$ cat config.mk
export PLATFORM = sky130hd
export DESIGN_NAME = hsv_range_threshold_top_flat
export DESIGN_NICKNAME = d
export VERILOG_FILES = /design/src/hw/rtl/hsvrt_pkg.sv /design/src/hw/rtl/hsvrt_if.sv /design/src/hw/rtl/hsvrt_div_pipe.sv /design/src/hw/rtl/hsv_range_threshold_top.sv /design/src/flat_wrapper.sv
export SDC_FILE = /design/constraint.sdc
export NUM_CORES = 1
export LEC_CHECK = 0
export ABC_AREA = 1
export BUFFER_PORTS_ARGS = -buffer_cell sky130_fd_sc_hd__buf_2
export CAP_MARGIN = 30
export CELL_PAD_IN_SITES_DETAIL_PLACEMENT = 1
export CELL_PAD_IN_SITES_GLOBAL_PLACEMENT = 2
export CORE_MARGIN = 2
export CORE_UTILIZATION = 37
export CTS_CLUSTER_SIZE = 24
export DETAILED_ROUTE_END_ITERATION = 8
export PLACE_DENSITY = 0.76
export SYNTH_ARGS = -nofsm -noshare
export SYNTH_HDL_FRONTEND = slang
export SYNTH_SLANG_ARGS = --single-unit
$ cat constraint.sdc
create_clock -name clk -period 4.4 [get_ports clk]
set_clock_uncertainty 0.1 [all_clocks]
set_input_delay 0.44 -clock clk [delete_from_list [all_inputs] [get_ports clk]]
set_output_delay 0.44 -clock clk [all_outputs]
set_load 0.005 [all_outputs]
$ cat src/hw/rtl/hsvrt_pkg.sv
package hsvrt_pkg;

    // Pixel and result widths
    localparam int CHAN_W = 8;
    localparam int HUE_W  = 9;

    // Divider shape: numerator is {remainder part, quotient part}
    localparam int DIV_DEN_W     = CHAN_W;
    localparam int DIV_QUO_W     = CHAN_W;
    localparam int DIV_NUM_W     = DIV_DEN_W + DIV_QUO_W;
    localparam int DIV_STEP_BITS = 2;

    // Configuration port
    localparam int CFG_IDX_W  = 3;
    localparam int CFG_DATA_W = HUE_W;

    typedef enum logic [CFG_IDX_W-1:0] {
        REG_HUE_LOW    = 3'd0,
        REG_HUE_HIGH   = 3'd1,
        REG_SAT_LOW    = 3'd2,
        REG_SAT_HIGH   = 3'd3,
        REG_VALUE_LOW  = 3'd4,
        REG_VALUE_HIGH = 3'd5
    } cfg_index_t;

    // Reset values of the bounds
    localparam logic [HUE_W-1:0]  HUE_LOW_RST    = 9'd0;
    localparam logic [HUE_W-1:0]  HUE_HIGH_RST   = 9'd359;
    localparam logic [CHAN_W-1:0] SAT_LOW_RST    = 8'd0;
    localparam logic [CHAN_W-1:0] SAT_HIGH_RST   = 8'd255;
    localparam logic [CHAN_W-1:0] VALUE_LOW_RST  = 8'd0;
    localparam logic [CHAN_W-1:0] VALUE_HIGH_RST = 8'd255;

    // Hue arithmetic, signed 10 bits covers -61..360
    localparam int HUE_S_W = HUE_W + 1;
    localparam logic signed [HUE_S_W-1:0] HUE_BASE_RED   = 10'sd0;
    localparam logic signed [HUE_S_W-1:0] HUE_BASE_GREEN = 10'sd120;
    localparam logic signed [HUE_S_W-1:0] HUE_BASE_BLUE  = 10'sd240;
    localparam logic signed [HUE_S_W-1:0] HUE_FULL_TURN  = 10'sd360;
    localparam logic [HUE_W-1:0]          HUE_MAX        = 9'd359;
    localparam logic [DIV_QUO_W-1:0]      HUE_QUO_MAX    = 8'd60;

    // Which channel holds the maximum (first of red, green, blue)
    typedef enum logic [1:0] {
        SECTOR_RED   = 2'd0,
        SECTOR_GREEN = 2'd1,
        SECTOR_BLUE  = 2'd2
    } hue_sector_t;

    // Per-item data travelling alongside the dividers
    typedef struct packed {
        logic [CHAN_W-1:0] value;
        logic [CHAN_W-1:0] delta;
        logic [CHAN_W-1:0] abs_diff;
        logic              diff_neg;
        hue_sector_t       sector;
        logic              last;
    } side_t;

endpackage

$ cat src/hw/rtl/hsvrt_if.sv
interface hsvrt_pixel_if;
    logic                           valid;
    logic                           ready;
    logic [hsvrt_pkg::CHAN_W-1:0]   red;
    logic [hsvrt_pkg::CHAN_W-1:0]   green;
    logic [hsvrt_pkg::CHAN_W-1:0]   blue;
    logic                           last_pixel;

    modport source (output valid, red, green, blue, last_pixel, input ready);
    modport sink   (input valid, red, green, blue, last_pixel, output ready);
endinterface

interface hsvrt_mask_if;
    logic valid;
    logic ready;
    logic in_range;
    logic last_out;

    modport source (output valid, in_range, last_out, input ready);
    modport sink   (input valid, in_range, last_out, output ready);
endinterface

interface hsvrt_cfg_if;
    logic                               valid;
    logic                               ready;
    logic [hsvrt_pkg::CFG_IDX_W-1:0]    index;
    logic [hsvrt_pkg::CFG_DATA_W-1:0]   data;

    modport source (output valid, index, data, input ready);
    modport sink   (input valid, index, data, output ready);
endinterface

$ cat src/hw/rtl/hsvrt_div_pipe.sv
// Pipelined restoring divider, STEP_BITS quotient bits per stage.
// Numerator's upper DEN_W bits must be below den for a valid quotient.
module hsvrt_div_pipe #(
    parameter int DEN_W     = hsvrt_pkg::DIV_DEN_W,
    parameter int QUO_W     = hsvrt_pkg::DIV_QUO_W,
    parameter int STEP_BITS = hsvrt_pkg::DIV_STEP_BITS,
    localparam int STAGES   = QUO_W / STEP_BITS
) (
    input  logic                     clk,
    input  logic [STAGES-1:0]        load,
    input  logic [DEN_W+QUO_W-1:0]   num,
    input  logic [DEN_W-1:0]         den,
    output logic [QUO_W-1:0]         quo,
    output logic [DEN_W-1:0]         rem
);

    logic [DEN_W-1:0] rem_reg [STAGES];
    logic [QUO_W-1:0] low_reg [STAGES];
    logic [DEN_W-1:0] den_reg [STAGES];
    logic [DEN_W-1:0] rem_next [STAGES];
    logic [QUO_W-1:0] low_next [STAGES];

    genvar s;
    generate
        for (s = 0; s < STAGES; s++) begin : g_stage
            logic [DEN_W-1:0] rem_in;
            logic [QUO_W-1:0] low_in;
            logic [DEN_W-1:0] den_in;

            // stage input: fresh operands or previous stage
            if (s == 0) begin : g_first
                assign rem_in = num[DEN_W+QUO_W-1:QUO_W];
                assign low_in = num[QUO_W-1:0];
                assign den_in = den;
            end else begin : g_next
                assign rem_in = rem_reg[s-1];
                assign low_in = low_reg[s-1];
                assign den_in = den_reg[s-1];
            end

            // shift-subtract steps; quotient bits fill low from the bottom
            always_comb
            begin
                logic [DEN_W:0]   trial;
                logic [DEN_W-1:0] r;
                logic [QUO_W-1:0] l;
                r = rem_in;
                l = low_in;
                for (int j = 0; j < STEP_BITS; j++)
                begin
                    trial = {r, l[QUO_W-1]};
                    l = {l[QUO_W-2:0], 1'b0};
                    if (trial >= {1'b0, den_in})
                    begin
                        trial = trial - {1'b0, den_in};
                        l[0] = 1'b1;
                    end
                    r = trial[DEN_W-1:0];
                end
                rem_next[s] = r;
                low_next[s] = l;
            end

            always_ff @(posedge clk)
            begin
                if (load[s])
                begin
                    rem_reg[s] <= rem_next[s];
                    low_reg[s] <= low_next[s];
                    den_reg[s] <= den_in;
                end
            end
        end
    endgenerate

    assign quo = low_reg[STAGES-1];
    assign rem = rem_reg[STAGES-1];

endmodule

$ cat src/hw/rtl/hsv_range_threshold_top.sv
// Channel   Role    Handshake      Payload
// pixel     sink    valid/ready    red, green, blue, last_pixel
// mask      source  valid/ready    in_range, last_out
// cfg       sink    valid/ready    index, data (ready tied high)
//
// One pixel per clock sustained while the mask channel accepts; the pipeline
// depth depends on DIV_STEP_BITS through the divider stages of the two
// pipelined dividers for saturation and hue.
// Every stage has its own valid bit and moves when the stage after it is
// free, so bubbles close up and a stalled mask channel loses nothing.
// Reset clears the valid bits and loads the bound registers.
module hsv_range_threshold_top #(
    parameter int DIV_STEP_BITS = hsvrt_pkg::DIV_STEP_BITS
) (
    input  logic                  clk,
    input  logic                  rst_n,
    hsvrt_pixel_if.sink           pixel,
    hsvrt_mask_if.source          mask,
    hsvrt_cfg_if.sink             cfg
);

    localparam int DIV_STAGES = hsvrt_pkg::DIV_QUO_W / DIV_STEP_BITS;
    localparam int NUM_STAGES = DIV_STAGES + 3;
    localparam int LAST       = NUM_STAGES - 1;
    localparam int CW         = hsvrt_pkg::CHAN_W;
    localparam int HW         = hsvrt_pkg::HUE_W;
    localparam int NW         = hsvrt_pkg::DIV_NUM_W;

    // ------------------------------------------------------------------
    // Bound registers
    logic [HW-1:0] hue_low_reg, hue_high_reg;
    logic [CW-1:0] sat_low_reg, sat_high_reg, value_low_reg, value_high_reg;

    assign cfg.ready = 1'b1;

    always_ff @(posedge clk or negedge rst_n)
    begin
        if (!rst_n)
        begin
            hue_low_reg    <= hsvrt_pkg::HUE_LOW_RST;
            hue_high_reg   <= hsvrt_pkg::HUE_HIGH_RST;
            sat_low_reg    <= hsvrt_pkg::SAT_LOW_RST;
            sat_high_reg   <= hsvrt_pkg::SAT_HIGH_RST;
            value_low_reg  <= hsvrt_pkg::VALUE_LOW_RST;
            value_high_reg <= hsvrt_pkg::VALUE_HIGH_RST;
        end
        else if (cfg.valid)
        begin
            unique case (cfg.index)
                hsvrt_pkg::REG_HUE_LOW:    hue_low_reg    <= cfg.data[HW-1:0];
                hsvrt_pkg::REG_HUE_HIGH:   hue_high_reg   <= cfg.data[HW-1:0];
                hsvrt_pkg::REG_SAT_LOW:    sat_low_reg    <= cfg.data[CW-1:0];
                hsvrt_pkg::REG_SAT_HIGH:   sat_high_reg   <= cfg.data[CW-1:0];
                hsvrt_pkg::REG_VALUE_LOW:  value_low_reg  <= cfg.data[CW-1:0];
                hsvrt_pkg::REG_VALUE_HIGH: value_high_reg <= cfg.data[CW-1:0];
                default: ;
            endcase
        end
    end

    // ------------------------------------------------------------------
    // Valid/ready chain
    logic [NUM_STAGES-1:0] valid_reg, valid_next;
    logic [NUM_STAGES-1:0] stage_ready, stage_load, prev_valid;

    assign stage_ready[LAST] = !valid_reg[LAST] || mask.ready;

    genvar k;
    generate
        for (k = 0; k < LAST; k++) begin : g_ready
            assign stage_ready[k] = !valid_reg[k] || stage_ready[k+1];
        end
    endgenerate

    assign prev_valid  = {valid_reg[LAST-1:0], pixel.valid};
    assign stage_load  = stage_ready & prev_valid;
    assign valid_next  = (stage_ready & prev_valid) | (~stage_ready & valid_reg);
    assign pixel.ready = stage_ready[0];

    always_ff @(posedge clk or negedge rst_n)
    begin
        if (!rst_n)
            valid_reg <= '0;
        else
            valid_reg <= valid_next;
    end

    // ------------------------------------------------------------------
    // Stage 0: max, min, delta, hue sector and signed difference
    hsvrt_pkg::side_t side_reg [NUM_STAGES-1];
    hsvrt_pkg::side_t side_next;

    always_comb
    begin
        logic [CW-1:0] mx, mn, a, b;
        logic [CW:0]   diff;
        mx = pixel.red;
        mn = pixel.red;
        if (pixel.green > mx) mx = pixel.green;
        if (pixel.blue  > mx) mx = pixel.blue;
        if (pixel.green < mn) mn = pixel.green;
        if (pixel.blue  < mn) mn = pixel.blue;

        priority if (pixel.red == mx)
        begin
            side_next.sector = hsvrt_pkg::SECTOR_RED;
            a = pixel.green;
            b = pixel.blue;
        end
        else if (pixel.green == mx)
        begin
            side_next.sector = hsvrt_pkg::SECTOR_GREEN;
            a = pixel.blue;
            b = pixel.red;
        end
        else
        begin
            side_next.sector = hsvrt_pkg::SECTOR_BLUE;
            a = pixel.red;
            b = pixel.green;
        end

        diff = {1'b0, a} - {1'b0, b};
        side_next.value    = mx;
        side_next.delta    = mx - mn;
        side_next.diff_neg = diff[CW];
        side_next.abs_diff = diff[CW] ? CW'(-diff) : diff[CW-1:0];
        side_next.last     = pixel.last_pixel;
    end

    always_ff @(posedge clk)
    begin
        if (stage_load[0])
            side_reg[0] <= side_next;
    end

    // side data follows the item down the pipe
    generate
        for (k = 1; k < LAST; k++) begin : g_side
            always_ff @(posedge clk)
            begin
                if (stage_load[k])
                    side_reg[k] <= side_reg[k-1];
            end
        end
    endgenerate

    // ------------------------------------------------------------------
    // Stage 1: numerators 255*delta and 60*|diff| by shift and subtract
    logic [NW-1:0] sat_num_reg, hue_num_reg;

    always_ff @(posedge clk)
    begin
        if (stage_load[1])
        begin
            sat_num_reg <= {side_reg[0].delta, 8'd0} - {8'd0, side_reg[0].delta};
            hue_num_reg <= {2'd0, side_reg[0].abs_diff, 6'd0}
                         - {6'd0, side_reg[0].abs_diff, 2'd0};
        end
    end

    // ------------------------------------------------------------------
    // Dividers: saturation by value, hue by delta
    logic [CW-1:0] sat_quo, sat_rem, hue_quo, hue_rem;

    hsvrt_div_pipe #(
        .DEN_W     (hsvrt_pkg::DIV_DEN_W),
        .QUO_W     (hsvrt_pkg::DIV_QUO_W),
        .STEP_BITS (DIV_STEP_BITS)
    ) u_sat_div (
        .clk  (clk),
        .load (stage_load[LAST-1:2]),
        .num  (sat_num_reg),
        .den  (side_reg[1].value),
        .quo  (sat_quo),
        .rem  (sat_rem)
    );

    hsvrt_div_pipe #(
        .DEN_W     (hsvrt_pkg::DIV_DEN_W),
        .QUO_W     (hsvrt_pkg::DIV_QUO_W),
        .STEP_BITS (DIV_STEP_BITS)
    ) u_hue_div (
        .clk  (clk),
        .load (stage_load[LAST-1:2]),
        .num  (hue_num_reg),
        .den  (side_reg[1].delta),
        .quo  (hue_quo),
        .rem  (hue_rem)
    );

    // ------------------------------------------------------------------
    // Last stage: floor correction, sector offset, wrap, bound checks
    hsvrt_pkg::side_t side_out;
    logic [CW-1:0] sat_val;
    logic [HW-1:0] hue_val;
    logic          in_range_next;
    logic          in_range_reg, last_reg;

    assign side_out = side_reg[LAST-1];

    always_comb
    begin
        logic [hsvrt_pkg::HUE_S_W-1:0]        q_mag;
        logic signed [hsvrt_pkg::HUE_S_W-1:0] base;
        logic signed [hsvrt_pkg::HUE_S_W-1:0] hue_s;

        // black pixel: saturation 0
        sat_val = (side_out.value == '0) ? '0 : sat_quo;

        // negative difference rounds towards minus infinity
        q_mag = {2'd0, hue_quo}
              + {{(hsvrt_pkg::HUE_S_W-1){1'b0}}, side_out.diff_neg && (hue_rem != '0)};

        unique case (side_out.sector)
            hsvrt_pkg::SECTOR_RED:   base = hsvrt_pkg::HUE_BASE_RED;
            hsvrt_pkg::SECTOR_GREEN: base = hsvrt_pkg::HUE_BASE_GREEN;
            hsvrt_pkg::SECTOR_BLUE:  base = hsvrt_pkg::HUE_BASE_BLUE;
            default:                 base = hsvrt_pkg::HUE_BASE_RED;
        endcase

        hue_s = side_out.diff_neg ? base - signed'(q_mag) : base + signed'(q_mag);
        if (hue_s < 0)
            hue_s = hue_s + hsvrt_pkg::HUE_FULL_TURN;

        // grey pixel: hue 0
        hue_val = (side_out.delta == '0) ? '0 : hue_s[HW-1:0];

        in_range_next = (side_out.value >= value_low_reg)
                     && (side_out.value <= value_high_reg)
                     && (sat_val >= sat_low_reg) && (sat_val <= sat_high_reg)
                     && (hue_val >= hue_low_reg) && (hue_val <= hue_high_reg);
    end

    always_ff @(posedge clk)
    begin
        if (stage_load[LAST])
        begin
            in_range_reg <= in_range_next;
            last_reg     <= side_out.last;
        end
    end

    assign mask.valid    = valid_reg[LAST];
    assign mask.in_range = in_range_reg;
    assign mask.last_out = last_reg;

    // ------------------------------------------------------------------
    // Checks
    logic in_acc, out_acc;
    assign in_acc  = pixel.valid && pixel.ready;
    assign out_acc = mask.valid && mask.ready;

    // an accepted pixel always lands in the first stage
    a_enter: assert property (@(posedge clk) disable iff (!rst_n)
        in_acc |=> valid_reg[0])
        else $error("accepted pixel not captured");

    // occupancy changes only by accepted pixels and delivered masks
    a_count: assert property (@(posedge clk) disable iff (!rst_n)
        $past(rst_n) |-> ($countones(valid_reg) == $countones($past(valid_reg))
            + ($past(in_acc) ? 1 : 0) - ($past(out_acc) ? 1 : 0)))
        else $error("item lost or duplicated in pipeline");

    // hue stays in 0..359
    a_hue: assert property (@(posedge clk) disable iff (!rst_n)
        valid_reg[LAST-1] |-> hue_val <= hsvrt_pkg::HUE_MAX)
        else $error("hue out of range");

    // hue quotient is bounded by 60 whenever delta is non-zero
    a_hue_quo: assert property (@(posedge clk) disable iff (!rst_n)
        valid_reg[LAST-1] && (side_out.delta != '0) |-> hue_quo <= hsvrt_pkg::HUE_QUO_MAX)
        else $error("hue divider quotient too large");

    // saturation remainder stays below a non-zero value
    a_sat_rem: assert property (@(posedge clk) disable iff (!rst_n)
        valid_reg[LAST-1] && (side_out.value != '0) |-> sat_rem < side_out.value)
        else $error("saturation divider remainder too large");

endmodule
$ cat src/flat_wrapper.sv
// flat-port wrapper written by rule: the top's interface ports become plain ports
module hsv_range_threshold_top_flat 
#(
    parameter int DIV_STEP_BITS = hsvrt_pkg::DIV_STEP_BITS
)
  (clk, rst_n, pixel_valid, pixel_red, pixel_green, pixel_blue, pixel_last_pixel, pixel_ready, mask_valid, mask_in_range, mask_last_out, mask_ready, cfg_valid, cfg_index, cfg_data, cfg_ready);
  hsvrt_pixel_if pixel_i ();
  hsvrt_mask_if mask_i ();
  hsvrt_cfg_if cfg_i ();
  input  logic clk;
  input  logic rst_n;
  input wire logic [$bits(pixel_i.valid)-1:0] pixel_valid;
  input wire logic [$bits(pixel_i.red)-1:0] pixel_red;
  input wire logic [$bits(pixel_i.green)-1:0] pixel_green;
  input wire logic [$bits(pixel_i.blue)-1:0] pixel_blue;
  input wire logic [$bits(pixel_i.last_pixel)-1:0] pixel_last_pixel;
  output wire logic [$bits(pixel_i.ready)-1:0] pixel_ready;
  output wire logic [$bits(mask_i.valid)-1:0] mask_valid;
  output wire logic [$bits(mask_i.in_range)-1:0] mask_in_range;
  output wire logic [$bits(mask_i.last_out)-1:0] mask_last_out;
  input wire logic [$bits(mask_i.ready)-1:0] mask_ready;
  input wire logic [$bits(cfg_i.valid)-1:0] cfg_valid;
  input wire logic [$bits(cfg_i.index)-1:0] cfg_index;
  input wire logic [$bits(cfg_i.data)-1:0] cfg_data;
  output wire logic [$bits(cfg_i.ready)-1:0] cfg_ready;
  assign pixel_i.valid = pixel_valid;
  assign pixel_i.red = pixel_red;
  assign pixel_i.green = pixel_green;
  assign pixel_i.blue = pixel_blue;
  assign pixel_i.last_pixel = pixel_last_pixel;
  assign pixel_ready = pixel_i.ready;
  assign mask_valid = mask_i.valid;
  assign mask_in_range = mask_i.in_range;
  assign mask_last_out = mask_i.last_out;
  assign mask_i.ready = mask_ready;
  assign cfg_i.valid = cfg_valid;
  assign cfg_i.index = cfg_index;
  assign cfg_i.data = cfg_data;
  assign cfg_ready = cfg_i.ready;
  hsv_range_threshold_top #(.DIV_STEP_BITS(DIV_STEP_BITS)) u_core (.clk(clk), .rst_n(rst_n), .pixel(pixel_i), .mask(mask_i), .cfg(cfg_i));
endmodule
==> flow_metrics.env <==
export IMPL_clk_slew_on_worst_s_h_paths_ns=0.06
export IMPL_layout_drive_gt1_share_pct=27.6
export IMPL_timing_final_hold_violations=0
export IMPL_yosysWarnings=0
export IMPL_fmaxAchievable_mhz=200
export IMPL_area_growth_synth_to_final_pct=30.5
export IMPL_ctsRootBufferMaster="sky130_fd_sc_hd__clkbuf_16"
export IMPL_setup_viol_count_final=9
export IMPL_gr_usage_total_pct=19.4
export IMPL_synth_edf_count=269
export IMPL_post_synthesis_net_count=2700
export IMPL_synth_ff_latch_count=326
export IMPL_grt_start_max_net_pins=53
export IMPL_post_synth_top_area_fraction_pct=37.3
export IMPL_finalWirelength_um=60400
export IMPL_finish_cell_count_without_fillers=3538
export IMPL_clk_insertion_delay_late_ns=0.56
export IMPL_num_rows=88
export IMPL_boundaryPins=47
export IMPL_critPathMaxFanout=8
export IMPL_vias_per_cell=4.97
export IMPL_drv_cap=0
export IMPL_yosysMostFrequentCell="sky130_fd_sc_hd__nand2_1"
export IMPL_final_hold_worst_slack_ns=0.0459
export IMPL_end_kind="register"
export IMPL_detailed_router_iteration_count_before_antenna_repair=5
export IMPL_grt_setup_unrepaired="yes"
export IMPL_ys_top_cells_by_count="sky130_fd_sc_hd__nand2_1 (503), sky130_fd_sc_hd__inv_1 (349), sky130_fd_sc_hd__edfxtp_1 (269)"
export IMPL_finalWeightedCongestion=0.874
export IMPL_core_mm2=0.0578
export IMPL_grt_pass1_vias=18511
export IMPL_post_synth_inst_count=2407
export IMPL_dp_cells=3398
export IMPL_grt_pass1_wl_um=94300
export IMPL_min_period_over_period_pct=114
export IMPL_violated_checks="negative setup slack"
export IMPL_buffer_ports_inserted=45
export IMPL_timing_setup_critical_path_class="input port to register"
export IMPL_fin_nets=3036
export IMPL_syn_cell_area_mm2=0.0217
export IMPL_drt_initial_drc_count=684
export IMPL_synthArstFlopShare_pct=17.5
export IMPL_worst_slack_placed_ns=-1.31
export IMPL_largest_reg_flops=121
export IMPL_cts_tree="done"
export IMPL_synthesis_area_per_instance_um2=9.00
export IMPL_outcome="finished with violations"
export IMPL_die_w_um=246
export IMPL_synth_flop_cell="sky130_fd_sc_hd__edfxtp_1"
export IMPL_cts_buffer_depth=3
export IMPL_seq_area_frac_synth_pct=44.0
export IMPL_die_height_um=246
export IMPL_tritoncts_num_sinks=326
export IMPL_hpwl_um=46200
export IMPL_routed_via_count=17590
export IMPL_initial_utilization_pct=37.5
export IMPL_hold_path_class="input port to register"
export IMPL_htree_num_levels=2
export IMPL_timing_critical_path_from_type="input port"
export IMPL_netlist_top_cells_area="sky130_fd_sc_hd__edfxtp_1 (37%), sky130_fd_sc_hd__ha_1 (14%), sky130_fd_sc_hd__nand2_1 (8.7%)"
export IMPL_post_synth_num_cell_types=55
export IMPL_clock_buffer_count_from_cts=40
export IMPL_timing_critical_path_required_ns=4.61
export IMPL_floorplan_die_area_mm2=0.0605
export IMPL_finalWorstPathRequiredPeriod_ns=5.00
export IMPL_drcViolationCount=0
export IMPL_final_max_slew_violation_count=0
export IMPL_postRouteAntennaNets=0
export IMPL_timing_final_ws_setup_ns=-0.602
export IMPL_diodes=0
export IMPL_timing_worst_slew_pin_value_ns=0.773
export IMPL_global_route_overflow=0
export IMPL_yosys_area_top_type="sky130_fd_sc_hd__edfxtp_1"
export IMPL_cp_slowest_cell="sky130_fd_sc_hd__ha_4"
export IMPL_timing_critical_path_arrival_ns=5.21
export IMPL_critPathMaxStageDelay_ns=0.27
export IMPL_grt_antenna_before_repair=0
export IMPL_slew_limit_headroom_pct=47.8
export IMPL_wl_per_cell_um=17.1
==> per-stage QoR <==
stage | cell area (um2) | utilization (%) | setup TNS, ns
final | 28300 | 48.9 | -5.07
after global routing | 28300 | 48.9 | -7.96
after CTS | 26700 | 46.1 | -2.94
after detailed placement | 24500 | 42.4 | -13.52
after global placement | 24500 | 42.3 | -11.20
after floorplan | 21900 | - | -5.00
==> cell usage in the layout (no fill, tap or decap), drive strengths merged, types with 36 or more instances in the layout <==
| cell | n |
|---|---|
| xnor2 | 46 |
| a21oi | 135 |
| ha | 235 |
| nor2 | 171 |
| edfxtp | 269 |
| xor2 | 83 |
| clkbuf | 46 |
| buf | 314 |
| inv | 357 |
| nand4 | 36 |
| nand3 | 132 |
| o21ai | 195 |
| nand2 | 530 |
==> path summary, 6_finish.rpt <==
path	startpoint	endpoint	slack, ns	cells past startpoint
setup reg to reg	u_core.u_hue_div.rem_reg[3][6]	u_core.mask.in_range	-0.58	32
hold reg to reg	u_core.u_hue_div.low_reg[2][5]	u_core.u_hue_div.low_reg[3][7]	0.31	0
max in group asynchronous	rst_n	u_core.sat_low_reg[5]	3.15	3
hold / removal	pixel_last_pixel	u_core.side_reg[0][0]	0.05	1
min in group asynchronous	rst_n	u_core.hue_low_reg[4]	0.12	2
setup / recovery	pixel_red[5]	u_core.side_reg[0][9]	-0.60	35
==> worst max-delay path: cells and delay by family <==
kind	cells	cell delay (ns)
XOR/XNOR	2	0.36
adder cells (fa/ha/maj)	3	0.74
AND/OR/NAND/NOR	17	1.91
buffers and inverters	8	0.94
AO/OA/AOI/OAI	5	0.79
==> kinds of logic after synthesis <==
kind of cell / share of synthesized area, %
simple gates: 19.1
mux: 0.104
fa+ha+maj: 15.1
compound gates: 9.49
flops: 44.0
buf+inv: 7.05
other cells: 0.0173
xor+xnor: 5.22
==> area by class of cell <==
| class | instances | area [um2] |
|---|---|---|
| Multi-Input combinational cell | 1695 | 12500 |
| Tap cell | 765 | 957 |
| Timing Repair inverter | 2 | 15.0 |
| Sequential cell | 326 | 9530 |
| Clock inverter | 27 | 317 |
| Timing Repair Buffer | 317 | 2520 |
| Clock buffer | 45 | 1020 |
| Fill cell | 6530 | 29500 |
| Inverter | 361 | 1390 |
==> metal layers <==
layer	track usage (%)	up-vias	part of all wire, %
li1	-	8782	-
met1	22.6	8473	42
met3	2.12	126	2.1
met4	7.83	0	3.7
met5	0	-	0
met2	36.0	209	52
==> timing repair <==
| item | in CTS | in global routing |
|---|---|---|
| gates cloned | 3 | 3 |
| hold endpoints to repair | 6 | 0 |
| pin swaps | 98 | 154 |
| buffers inserted | 21 | 41 |
| resized for setup | 123 | 284 |
| hold buffers | 2 | 0 |
| endpoints found under the setup margin | 15 | 73 |
Power is not shown: default switching activity piles up to over one toggle a cycle in this logic, so the estimate is an artifact.
